`src/sv/hfa_pkg.sv`:
```
// Shared types and constants for the heap fit allocator search unit.
package hfa_pkg;

  localparam int unsigned MapEntriesDef = 512;
  localparam int unsigned IdxInW        = 9;
  localparam int unsigned ValW          = 4;
  localparam int unsigned SizeW         = 10;
  localparam int unsigned StartW        = 10;

  typedef enum logic [1:0] {
    STRAT_FIRST = 2'd0,
    STRAT_NEXT  = 2'd1,
    STRAT_BEST  = 2'd2,
    STRAT_WORST = 2'd3
  } strat_e;

  typedef enum logic [1:0] {
    ST_IDLE,
    ST_SCAN,
    ST_DONE
  } state_e;

  typedef enum logic {
    ACT_WRITE = 1'b0,
    ACT_ALLOC = 1'b1
  } action_e;

  // Control broadcast to every map cell.
  typedef struct packed {
    logic shift;
    logic wr;
    logic wr_bit;
  } cell_ctl_t;

endpackage

```
`src/sv/hfa_cell.sv`:
```
// One free-map cell: a single chunk bit in the rotating ring.
module hfa_cell
  import hfa_pkg::*;
(
  input  logic      clk_i,
  input  logic      rst_ni,
  input  cell_ctl_t ctl_i,
  input  logic      sel_i,
  input  logic      shift_in_i,
  output logic      free_o
);

  logic free_q, free_d;

  always_comb begin
    free_d = free_q;
    if (ctl_i.wr && sel_i) begin
      free_d = ctl_i.wr_bit;
    end else if (ctl_i.shift) begin
      free_d = shift_in_i;
    end
  end

  always_ff @(posedge clk_i or negedge rst_ni) begin
    if (!rst_ni) begin
      free_q <= 1'b1;
    end else begin
      free_q <= free_d;
    end
  end

  assign free_o = free_q;

endmodule

```
`src/sv/heap_fit_allocator_search_unit.sv`:
```
// Top level of the heap fit allocator search unit: cell ring plus scan control.
//
// The free map lives in a ring of MAP_ENTRIES one-bit cells (1 = chunk free,
// all free after reset). A write beat updates one cell and its result beat
// (start_plus_one 0, found 0) is ready in the next cycle. An allocate beat
// rotates the ring one chunk per cycle past a scan engine that watches cell
// 0; a full pass ends with an end-of-map step that closes the run that
// touches the end of the map, and the ring always completes its turn so the
// map ends where it began. First, best and worst fit take one pass; next fit
// takes two passes when the stored search point yields nothing. A request of
// zero chunks or more than the map skips the scan. The unit works on one item
// at a time; a new input beat is taken only while the unit is idle and the
// output register is empty or its beat is taken in that cycle. The strategy
// register (0 first, 1 next, 2 best, 3 worst fit) is written on the cfg
// channel, which is always ready, and must only be written while the unit is
// idle.
module heap_fit_allocator_search_unit
  import hfa_pkg::*;
#(
  parameter int unsigned MAP_ENTRIES = MapEntriesDef
) (
  input  logic        clk_i,
  input  logic        rst_ni,
  input  logic        cfg_valid_i,
  output logic        cfg_ready_o,
  input  logic [1:0]  cfg_data_i,      // strategy
  input  logic        s_axis_tvalid_i,
  output logic        s_axis_tready_o,
  input  logic [23:0] s_axis_tdata_i,  // entry_index[8:0], entry_value[12:9],
                                       // request_size[22:13], zero pad
  input  logic        s_axis_tuser_i,  // action
  output logic        m_axis_tvalid_o,
  input  logic        m_axis_tready_i,
  output logic [15:0] m_axis_tdata_o,  // start_plus_one[9:0], zero pad
  output logic        m_axis_tuser_o   // found
);

  localparam int unsigned IdxW = $clog2(MAP_ENTRIES + 1);
  localparam int unsigned CW   = (IdxW > SizeW) ? IdxW : SizeW;
  localparam int unsigned Half = MAP_ENTRIES / 2;

  // Unpack the input beat.
  logic [IdxInW-1:0] entry_index;
  logic [ValW-1:0]   entry_value;
  logic [SizeW-1:0]  request_size;
  assign entry_index  = s_axis_tdata_i[IdxInW-1:0];
  assign entry_value  = s_axis_tdata_i[IdxInW+ValW-1:IdxInW];
  assign request_size = s_axis_tdata_i[IdxInW+ValW+SizeW-1:IdxInW+ValW];

  logic   in_fire, out_slot_free;
  state_e state_q, state_d;
  strat_e strat_q;

  logic [CW-1:0] i_q, i_d, run_q, run_d, s_q, s_d, start_q, start_d;
  logic [CW-1:0] pick_len_q, pick_len_d, pick_q, pick_d, sp_q, sp_d, n_q, n_d;
  logic          have_q, have_d, done_q, done_d, pass_q, pass_d;

  logic          out_valid_q, out_valid_d, out_found_q, out_found_d;
  logic [StartW-1:0] out_spo_q, out_spo_d;

  cell_ctl_t     ctl;
  logic [MAP_ENTRIES-1:0] cell_free;

  // Strategy register.
  assign cfg_ready_o = 1'b1;
  always_ff @(posedge clk_i or negedge rst_ni) begin
    if (!rst_ni) begin
      strat_q <= STRAT_FIRST;
    end else if (cfg_valid_i) begin
      strat_q <= strat_e'(cfg_data_i);
    end
  end

  assign out_slot_free   = !out_valid_q || m_axis_tready_i;
  assign s_axis_tready_o = (state_q == ST_IDLE) && out_slot_free;
  assign in_fire         = s_axis_tvalid_i && s_axis_tready_o;

  // Cell ring: cell k takes its neighbor k+1, the last wraps to cell 0.
  for (genvar k = 0; k < MAP_ENTRIES; k++) begin : g_cell
    logic sel;
    assign sel = (CW'(entry_index) == CW'(k));
    hfa_cell u_cell (
      .clk_i      (clk_i),
      .rst_ni     (rst_ni),
      .ctl_i      (ctl),
      .sel_i      (sel),
      .shift_in_i (cell_free[(k + 1) % MAP_ENTRIES]),
      .free_o     (cell_free[k])
    );
  end

  // Scan step signals.
  logic          in_map, is_free, req_ok, pass_end;
  logic [CW-1:0] from, run_inc;

  assign in_map  = (i_q < CW'(MAP_ENTRIES));
  assign is_free = in_map && cell_free[0];
  assign run_inc = run_q + CW'(1);
  assign from    = ((strat_q == STRAT_NEXT) && !pass_q) ? sp_q : '0;
  assign req_ok  = (request_size != '0) && (CW'(request_size) <= CW'(MAP_ENTRIES));
  assign pass_end = (state_q == ST_SCAN) && !in_map;

  // Next state.
  always_comb begin
    state_d = state_q;
    unique case (state_q)
      ST_IDLE: begin
        if (in_fire && (s_axis_tuser_i == ACT_ALLOC)) begin
          state_d = req_ok ? ST_SCAN : ST_DONE;
        end
      end
      ST_SCAN: begin
        if (pass_end && !((strat_q == STRAT_NEXT) && !done_d && !pass_q)) begin
          state_d = ST_DONE;
        end
      end
      ST_DONE: begin
        if (out_slot_free) begin
          state_d = ST_IDLE;
        end
      end
      default: state_d = ST_IDLE;
    endcase
  end

  // Datapath and outputs.
  always_comb begin
    i_d = i_q; run_d = run_q; s_d = s_q; start_d = start_q;
    pick_len_d = pick_len_q; pick_d = pick_q; have_d = have_q;
    done_d = done_q; pass_d = pass_q; sp_d = sp_q; n_d = n_q;
    out_valid_d = out_valid_q && !m_axis_tready_i;
    out_spo_d   = out_spo_q;
    out_found_d = out_found_q;
    ctl.shift  = 1'b0;
    ctl.wr     = 1'b0;
    ctl.wr_bit = (entry_value == '0);

    unique case (state_q)
      ST_IDLE: begin
        if (in_fire) begin
          if (s_axis_tuser_i == ACT_WRITE) begin
            ctl.wr      = 1'b1;
            out_valid_d = 1'b1;
            out_spo_d   = '0;
            out_found_d = 1'b0;
          end else begin
            i_d = '0; run_d = '0; s_d = '0; have_d = 1'b0;
            done_d = 1'b0; pass_d = 1'b0; n_d = CW'(request_size);
          end
        end
      end
      ST_SCAN: begin
        ctl.shift = in_map;
        i_d       = i_q + CW'(1);
        if (!done_q) begin
          if ((strat_q == STRAT_FIRST) || (strat_q == STRAT_NEXT)) begin
            if ((i_q < from) || !is_free) begin
              run_d = '0;
              s_d   = i_q + CW'(1);
            end else begin
              run_d = run_inc;
              if (run_inc >= n_q) begin
                done_d  = 1'b1;
                start_d = s_q;
              end
            end
          end else if (is_free) begin
            run_d = run_inc;
            if ((strat_q == STRAT_WORST) && (run_inc >= n_q) &&
                (run_inc >= CW'(Half))) begin
              done_d  = 1'b1;
              start_d = s_q;
            end
          end else begin
            if (run_q >= n_q) begin
              if ((strat_q == STRAT_BEST) && (run_q == n_q)) begin
                done_d  = 1'b1;
                start_d = s_q;
              end else if (!have_q ||
                           ((strat_q == STRAT_WORST) ? (run_q > pick_len_q)
                                                     : (run_q < pick_len_q))) begin
                have_d     = 1'b1;
                pick_len_d = run_q;
                pick_d     = s_q;
              end
            end
            run_d = '0;
            s_d   = i_q + CW'(1);
          end
        end
        if (pass_end) begin
          if ((strat_q == STRAT_NEXT) && !done_d && !pass_q) begin
            // Wrap once and search again from chunk 0.
            i_d = '0; run_d = '0; s_d = '0; pass_d = 1'b1;
          end else if ((strat_q == STRAT_NEXT) && done_d) begin
            sp_d = start_d + n_q;
          end
        end
      end
      ST_DONE: begin
        if (out_slot_free) begin
          out_valid_d = 1'b1;
          out_found_d = done_q || have_q;
          out_spo_d   = (done_q || have_q)
                        ? StartW'((done_q ? start_q : pick_q) + CW'(1)) : '0;
        end
      end
      default: ;
    endcase
  end

  always_ff @(posedge clk_i or negedge rst_ni) begin
    if (!rst_ni) begin
      state_q     <= ST_IDLE;
      out_valid_q <= 1'b0;
      sp_q        <= '0;
      done_q      <= 1'b0;
      have_q      <= 1'b0;
      pass_q      <= 1'b0;
      i_q         <= '0;
    end else begin
      state_q     <= state_d;
      out_valid_q <= out_valid_d;
      sp_q        <= sp_d;
      done_q      <= done_d;
      have_q      <= have_d;
      pass_q      <= pass_d;
      i_q         <= i_d;
    end
  end

  // Payload registers hold without reset.
  always_ff @(posedge clk_i) begin
    run_q      <= run_d;
    s_q        <= s_d;
    start_q    <= start_d;
    pick_len_q <= pick_len_d;
    pick_q     <= pick_d;
    n_q        <= n_d;
    out_spo_q  <= out_spo_d;
    out_found_q <= out_found_d;
  end

  assign m_axis_tvalid_o = out_valid_q;
  assign m_axis_tdata_o  = {{(16 - StartW){1'b0}}, out_spo_q};
  assign m_axis_tuser_o  = out_found_q;

  // Scan index never runs past the end-of-map step.
  a_scan_bound: assert property (@(posedge clk_i) disable iff (!rst_ni)
    (state_q == ST_SCAN) |-> (i_q <= CW'(MAP_ENTRIES)))
    else $error("scan index past end of map");

  // Every accepted beat leads to a pending result or an active search.
  a_accept_progress: assert property (@(posedge clk_i) disable iff (!rst_ni)
    in_fire |=> (out_valid_q || (state_q != ST_IDLE)))
    else $error("accepted beat dropped");

  // The ring rotates only while scanning.
  a_shift_scan_only: assert property (@(posedge clk_i) disable iff (!rst_ni)
    ctl.shift |-> (state_q == ST_SCAN))
    else $error("ring rotated outside a scan");

  // A search that leaves the scan has covered the full map.
  a_full_turn: assert property (@(posedge clk_i) disable iff (!rst_ni)
    ((state_q == ST_SCAN) && (state_d == ST_DONE)) |-> (i_q == CW'(MAP_ENTRIES)))
    else $error("scan ended before full ring turn");

endmodule
```
`config.mk`:
```
export PLATFORM = sky130hd
export DESIGN_NAME = heap_fit_allocator_search_unit
export DESIGN_NICKNAME = d
export VERILOG_FILES = /design/src/sv/hfa_pkg.sv /design/src/sv/hfa_cell.sv /design/src/sv/heap_fit_allocator_search_unit.sv
export SDC_FILE = /design/constraint.sdc
export NUM_CORES = 1
export LEC_CHECK = 0
export BUFFER_PORTS_ARGS = -buffer_cell sky130_fd_sc_hd__buf_2
export CAP_MARGIN = 15
export CORE_UTILIZATION = 40
export DETAILED_ROUTE_END_ITERATION = 6
export HOLD_SLACK_MARGIN = 0.03
export SLEW_MARGIN = 15
export SYNTH_ARGS = -nofsm -noshare
export SYNTH_HDL_FRONTEND = slang
export SYNTH_SLANG_ARGS = --single-unit
```
`constraint.sdc`:
```
create_clock -name clk_i -period 6.4 [get_ports clk_i]
set_input_delay 0.32 -clock clk_i [delete_from_list [all_inputs] [get_ports clk_i]]
set_output_delay 0.32 -clock clk_i [all_outputs]
set_load 0.05 [all_outputs]
```
### Word level (Yosys, flattened, before mapping)

Cells that the tools add are included.

| storage, ports and cells | value |
|---|---|
| bits in registers | 611 |
| input bits | 32 |
| output and inout port bits | 20 |
| word-level logic and storage cells | 3247 |

| operators by class | value |
|---|---|
| $add $sub $neg | 4 |
| $lt $le $gt $ge | 8 |
| equal/unequal tests | 531 |
| mux-type cells | 1101 |
| bitwise gates (word level) | 5 |
| reductions and logical operators | 1070 |

Operators with widths:

| kind | count |
|---|---|
| $eq 9x9->1 const B | 256 |
| $eq 9x8->1 const B | 128 |
| $mux 1 | 1056 |
| $reduce_bool 2->1 | 514 |
| $eq 9x7->1 const B | 64 |
| $logic_and 1x1->1 | 529 |
| $mux 10 | 31 |
| $eq 9x6->1 const B | 32 |
| $eq 9x5->1 const B | 16 |
| $pmux 10 s2 | 4 |
| $eq 9x4->1 const B | 8 |
| $eq 9x3->1 const B | 4 |
| $add 10x1->10 const B | 3 |
| $ge 10x10->1 | 2 |
| $lt 10x10->1 | 2 |
| $eq 9x2->1 const B | 2 |
| $ne 2x2->1 const B | 9 |
| $add 10x10->10 | 1 |
| $eq 10x10->1 | 1 |
| $ge 10x9->1 const B | 1 |
| $gt 10x10->1 | 1 |
| $le 10x10->1 const B | 1 |
| $lt 10x10->1 const B | 1 |
| $ne 2x1->1 const B | 5 |
| other kinds (18) | 48 |

### Logic depth before layout (Yosys ltp)

| logic depth | value |
|---|---|
| word-level depth | 17 |
| gate-level depth with buffers | 22 |
| mapped depth without buffers | 21 |

### By module

A second synthesis with hierarchy kept.

| second synthesis, totals | value |
|---|---|
| cell total of the unflattened synthesis | 3278 |
| area, all modules | 37334.6 sq um |

By module, submodules not included:

| module | times used | cells an instance | area each (sq um) | sequential area each (sq um) |
|---|---|---|---|---|
| hfa_cell | 512 | 4 | 56.3 | 26.3 |
| heap_fit_allocator_search_unit | 1 | 1230 | 8506.9 | 2832.7 |

### Worst setup path before layout

Ideal clock, no wire load.

| timing path | value |
|---|---|
| path type | reg-to-reg |
| start | register run_q[0] |
| end | register sp_q[8] |
| library setup time | 128 ps |
| arrival time | 4974 ps |
| required time | 6272 ps |
| slack | 1298 ps |
| stages on the path, launching flop included | 23 |
| buffers on the path | 1 |
| period minus slack after synthesis | 5102 ps |
| cells stage by stage | edfxtp_1 and3_1 buf_2 and2_1 and3_1 and3_1 xor2_1 ha_1 nand4_1 a211oi_1 nor3_1 o21bai_2 a21oi_2 mux2_1 ha_1 fa_1 a21o_1 a21o_1 a21o_1 a21oi_1 o21ai_0 xor2_1 mux2_1 |

| on the way | value |
|---|---|
| longest elaborated chain between the ends | 14 |
| elaborated cells on any way between the ends | 33 |
| classes of those cells | add/sub: 2; order compare: 3; eq/ne: 1; mux: 18; bitwise: 1; reduce/logical: 8 |

Ends and longest elaborated chain:

| item | line | text |
|---|---|---|
| from (decl) | heap_fit_allocator_search_unit.sv:54 | `logic [CW-1:0] i_q, i_d, run_q, run_d, s_q, s_d, start_q, start_d;` |
| from (signal assigned) | heap_fit_allocator_search_unit.sv:234 | `run_q <= run_d;` |
| parallel branches: the longest is 14 deep, another holds $add 10x1->10 | n/a |  |
| to (signal assigned) | heap_fit_allocator_search_unit.sv:224 | `sp_q <= sp_d;` |
| to (decl) | heap_fit_allocator_search_unit.sv:55 | `logic [CW-1:0] pick_len_q, pick_len_d, pick_q, pick_d, sp_q, sp_d, n_q, n_d;` |

Parallel ways; which one is timed is not known. The select of a mux whose other input is x is not followed.
A chain may end at the register's enable or synchronous reset.

### Final worst setup path

| timing path | value |
|---|---|
| start | register run_q[2] |
| end | register sp_q[8] |

The elaborated chain is that of the path after synthesis.

==> metrics.md <==
| Metric | Value |
|---|---|
| Critical Path End Type | register |
| Via density | 5.798 |
| Synth area leaders | dfstp_2 (41%), mux2i_1 (16%), a221oi_1 (6.9%) |
| Int Pwr | 10.67 mW |
| Pwr dens | 451.7 nW/um^2 |
| Yosys reg bits | 611 |
| Post-route ant nets | 0 |
| Total global routing overflow | 0 |
| Fraction of registers with async set/reset | 0.8838 |
| Layout Nets | 2958 |
| Largest net degree at the start of global routing | 268 |
| Yosys cell types | 65 |
| Avg Synthesized Cell Area | 10.88 um^2 |
| Yosys Warn Count | 0 |
| Comb power frac | 0.327 |
| VDD IR-drop max | 0.6028 mV |
| Sequential share of power | 0.421 |
| CP Launch Type | register |
| Status | finished, final reports clean |
| Worst Path Arrival | 6210 ps |
| Cell Area, Synth | 32480 um^2 |
| Final WL | 80190 um |
| Vias in the first global route | 22.54k |
| Hold path depth | 4 |
| F_max | 0.1748 GHz |
| FF-to-FF End | sp_q[8] |
| Flop-to-flop setup slack | 680 ps |
| CP max stage delay | 500 ps |
| Core Area | 80420 um^2 |
| Sw Ratio | 0.3448 |
| LEAKAGE | 12.93 nW |
| Clk buf depth | 3 |
| Final period util | 0.8941 |
| Initial core utilization | 0.4038 |
| Die Span X | 286.9 um |
| Min Hold Slack | 129.7 ps |
| Setup Crit Path Kind | reg2reg |
| DIE AREA | 82330 um^2 |
| Htree depth | 3 |
| Die extent in y | 286.9 um |
| Yosys top cell area share | 0.4142 |
| Layout area overhead | 11.03% |
| Crit Path Max Fanout | 9 |
| Post-DP HPWL | 45290 um |
| CP required | 6890 ps |
| Top-Level Pins | 52 |
| Input/output buffers | 43 |
| DRC Markers | 0 |
| Final Max Slew Viols | 0 |
| Crit-path slowest cell | nor3_1 |
| Crit path time final | 5722 ps |
| Layout cell share with drive strength beyond 1 | 0.2648 |
| Most frequent cells in the layout | mux2i_1 (521), dfstp_2 (512), nor2_1 (321) |
| Syn Inst Count | 2984 |
| Worst r2r path cells | 21 |
| Initial drt markers | 1874 |
| Clk_lat worst skew | 630 ps |
| Initial antenna violation count | 2 |
| Global-route wire length before repair | 128900 um |
| Rows | 104 |
| Clock share of power | 0.252 |
| Reg-to-Reg Start | run_q[2] |
| Clk slew on worst S/H paths | 60 ps |
| Switch Pwr | 5.616 mW |
| Post-synth top area cell | dfstp_2 |
| Max-cap violations | 0 |
| Pre-antenna DRT Iters | 5 |
| Worst rel slew slack | 0.1804 |
| DR WL/cell | 20.09 um |
| Worst slew pin tran | 1226 ps |
| # setup viols final | 0 |
| CTS tree | yes |
| Sequential area share after synthesis | 0.5015 |
| Hold Crit Endpoint | state_q[1] |
| Tightest Hold Check Type | in2reg |
| EDFF count, synth | 71 |
| Via count | 23.14k |
| Fin Clk Skew | 24.71 ps |
| Tot GR Track Use | 0.1933 |
| Setup Total Neg Slack | 0 ps |
| Clock sink count | 611 |
| Setup Buffers After CTS | 0 |
| Final GP Congestion | 0.8703 |
| Most common cell after layout, fill and taps aside | mux2i_1 |
| HP Start | m_axis_tready_i |
| Critical-path cell list | and3_1, and2_1, and3_1, and3_1, xor2_1, ha_1, a21oi_1, o21ai_0, nor3_1, o21bai_2, a21oi_2, mux2_1, ha_1, fa_1, a21o_1, a21o_1, a21o_1, a21oi_1, o21ai_0, xor2_1, mux2_1 |
| Num CTS Buffers | 72 |
| Fin. Hold Viols | 0 |
| RSZ-0062 raised after global routing | false |
| PostCTS Resize Cnt | 0 |
| Most used flip-flop cell after synthesis | dfstp_2 |
| Root buffer cell | clkbuf_16 |
[synthesized netlist by cell type, drive strengths merged (10+ instances only)]
cell type    n
nand4       12
a31oi      261
edfxtp      71
nor3        20
nor2       343
nor2b      270
nand2       63
a211oi      12
and3        10
nand2b      13
xnor2       13
inv         30
o21ai       32
mux2        22
dfstp      512
dfrtp       28
a221oi     256
buf         46
clkbuf     256
nand3       22
xor2        16
ha          51
a21oi       32
mux2i      521
[metal layers]
metal / vias to the layer above / part of all wire / track usage
li1: 10790 / - / -
met1: 11740 / 0.47 / 0.2724
met2: 485 / 0.47 / 0.3086
met3: 122 / 0.040 / 0.02603
met4: 4 / 0.021 / 0.05758
met5: - / 0.00025 / 0
[power groups by stage]
stage	Combinational, mW	Clock, mW	Sequential [mW]
after global placement	5.13	0	6.85
after detailed placement	5.30	0	6.91
final	5.32	4.10	6.86
after global routing	5.87	4.39	7.04
after floorplan	4.41	0	6.62
after CTS	5.33	4.23	6.87
[repair_timing]
| action | in CTS | in global routing |
|---|---|---|
| hold endpoints to repair | 12 | 0 |
| endpoints found under the setup margin | 0 | 0 |
| hold buffers | 14 | 0 |
[flip-flops by register name, summed over array words and instances, names as in the netlist, 10 cells and up]
name / flops
i_q: 10
start_q: 10
out_spo_q: 10
g_cell.u_cell.free_o: 512
run_q: 10
n_q: 10
sp_q: 10
pick_len_q: 10
pick_q: 10
s_q: 10
[area by class of cell]
class                   count  area, um^2
multi-input cells        2046       15050
diodes                      1       2.502
flip-flops and latches    611       16290
well taps                1060        1326
clock inverters            18       221.5
repair buffers            113       875.8
fillers                  7366       44360
inverters                  30       112.6
clock buffers             112        2183
[per-stage QoR]
step                  util  setup slack (ps)  area, um^2  total power [mW]  std cells
finish              0.4484             677.6       36060             16.29       3991
global route        0.4484             354.5       36060             17.29       3990
CTS                 0.4476             699.4       35990             16.42       3988
detailed placement  0.4160             725.7       33450             12.21       3844
global placement    0.4160             803.4       33450             11.98       3844
floorplan                -              1298       32490             11.03       2989
[critical path, delay by kind of cell (launching register included)]
family	cells	cell delay [ps]
and+or+nand+nor	5	1510
xor gates and xnor gates	2	370
DFF	1	490
muxes	2	680
adders and majority gates	3	920
AOI/OAI and AO/OA	9	1640
[kinds of logic after synthesis]
| family | count (synthesis) | share of synthesized area |
|---|---|---|
| mux | 543 | 0.1683 |
| other cells | 2 | 0.0002312 |
| compound gates | 628 | 0.1416 |
| flops | 611 | 0.5015 |
| simple gates | 787 | 0.1197 |
| buf+inv | 332 | 0.04053 |
| fa+ha+maj | 52 | 0.02027 |
| xor+xnor | 29 | 0.007821 |
[worst max-delay path by stage]
stage | start | slack (ps) | depth (start not counted) | end
6_report | run_q[2] | 680 | 21 | sp_q[8]
5_1_grt | run_q[2] | 350 | 21 | sp_q[8]
4_1_cts | run_q[2] | 700 | 21 | sp_q[8]
3_5_place_dp | run_q[2] | 730 | 21 | sp_q[8]
3_3_place_gp | run_q[2] | 800 | 21 | sp_q[8]
2_1_floorplan | run_q[0] | 1300 | 22 | sp_q[8]
No activity file was read; power rests on OpenSTA's default activity.
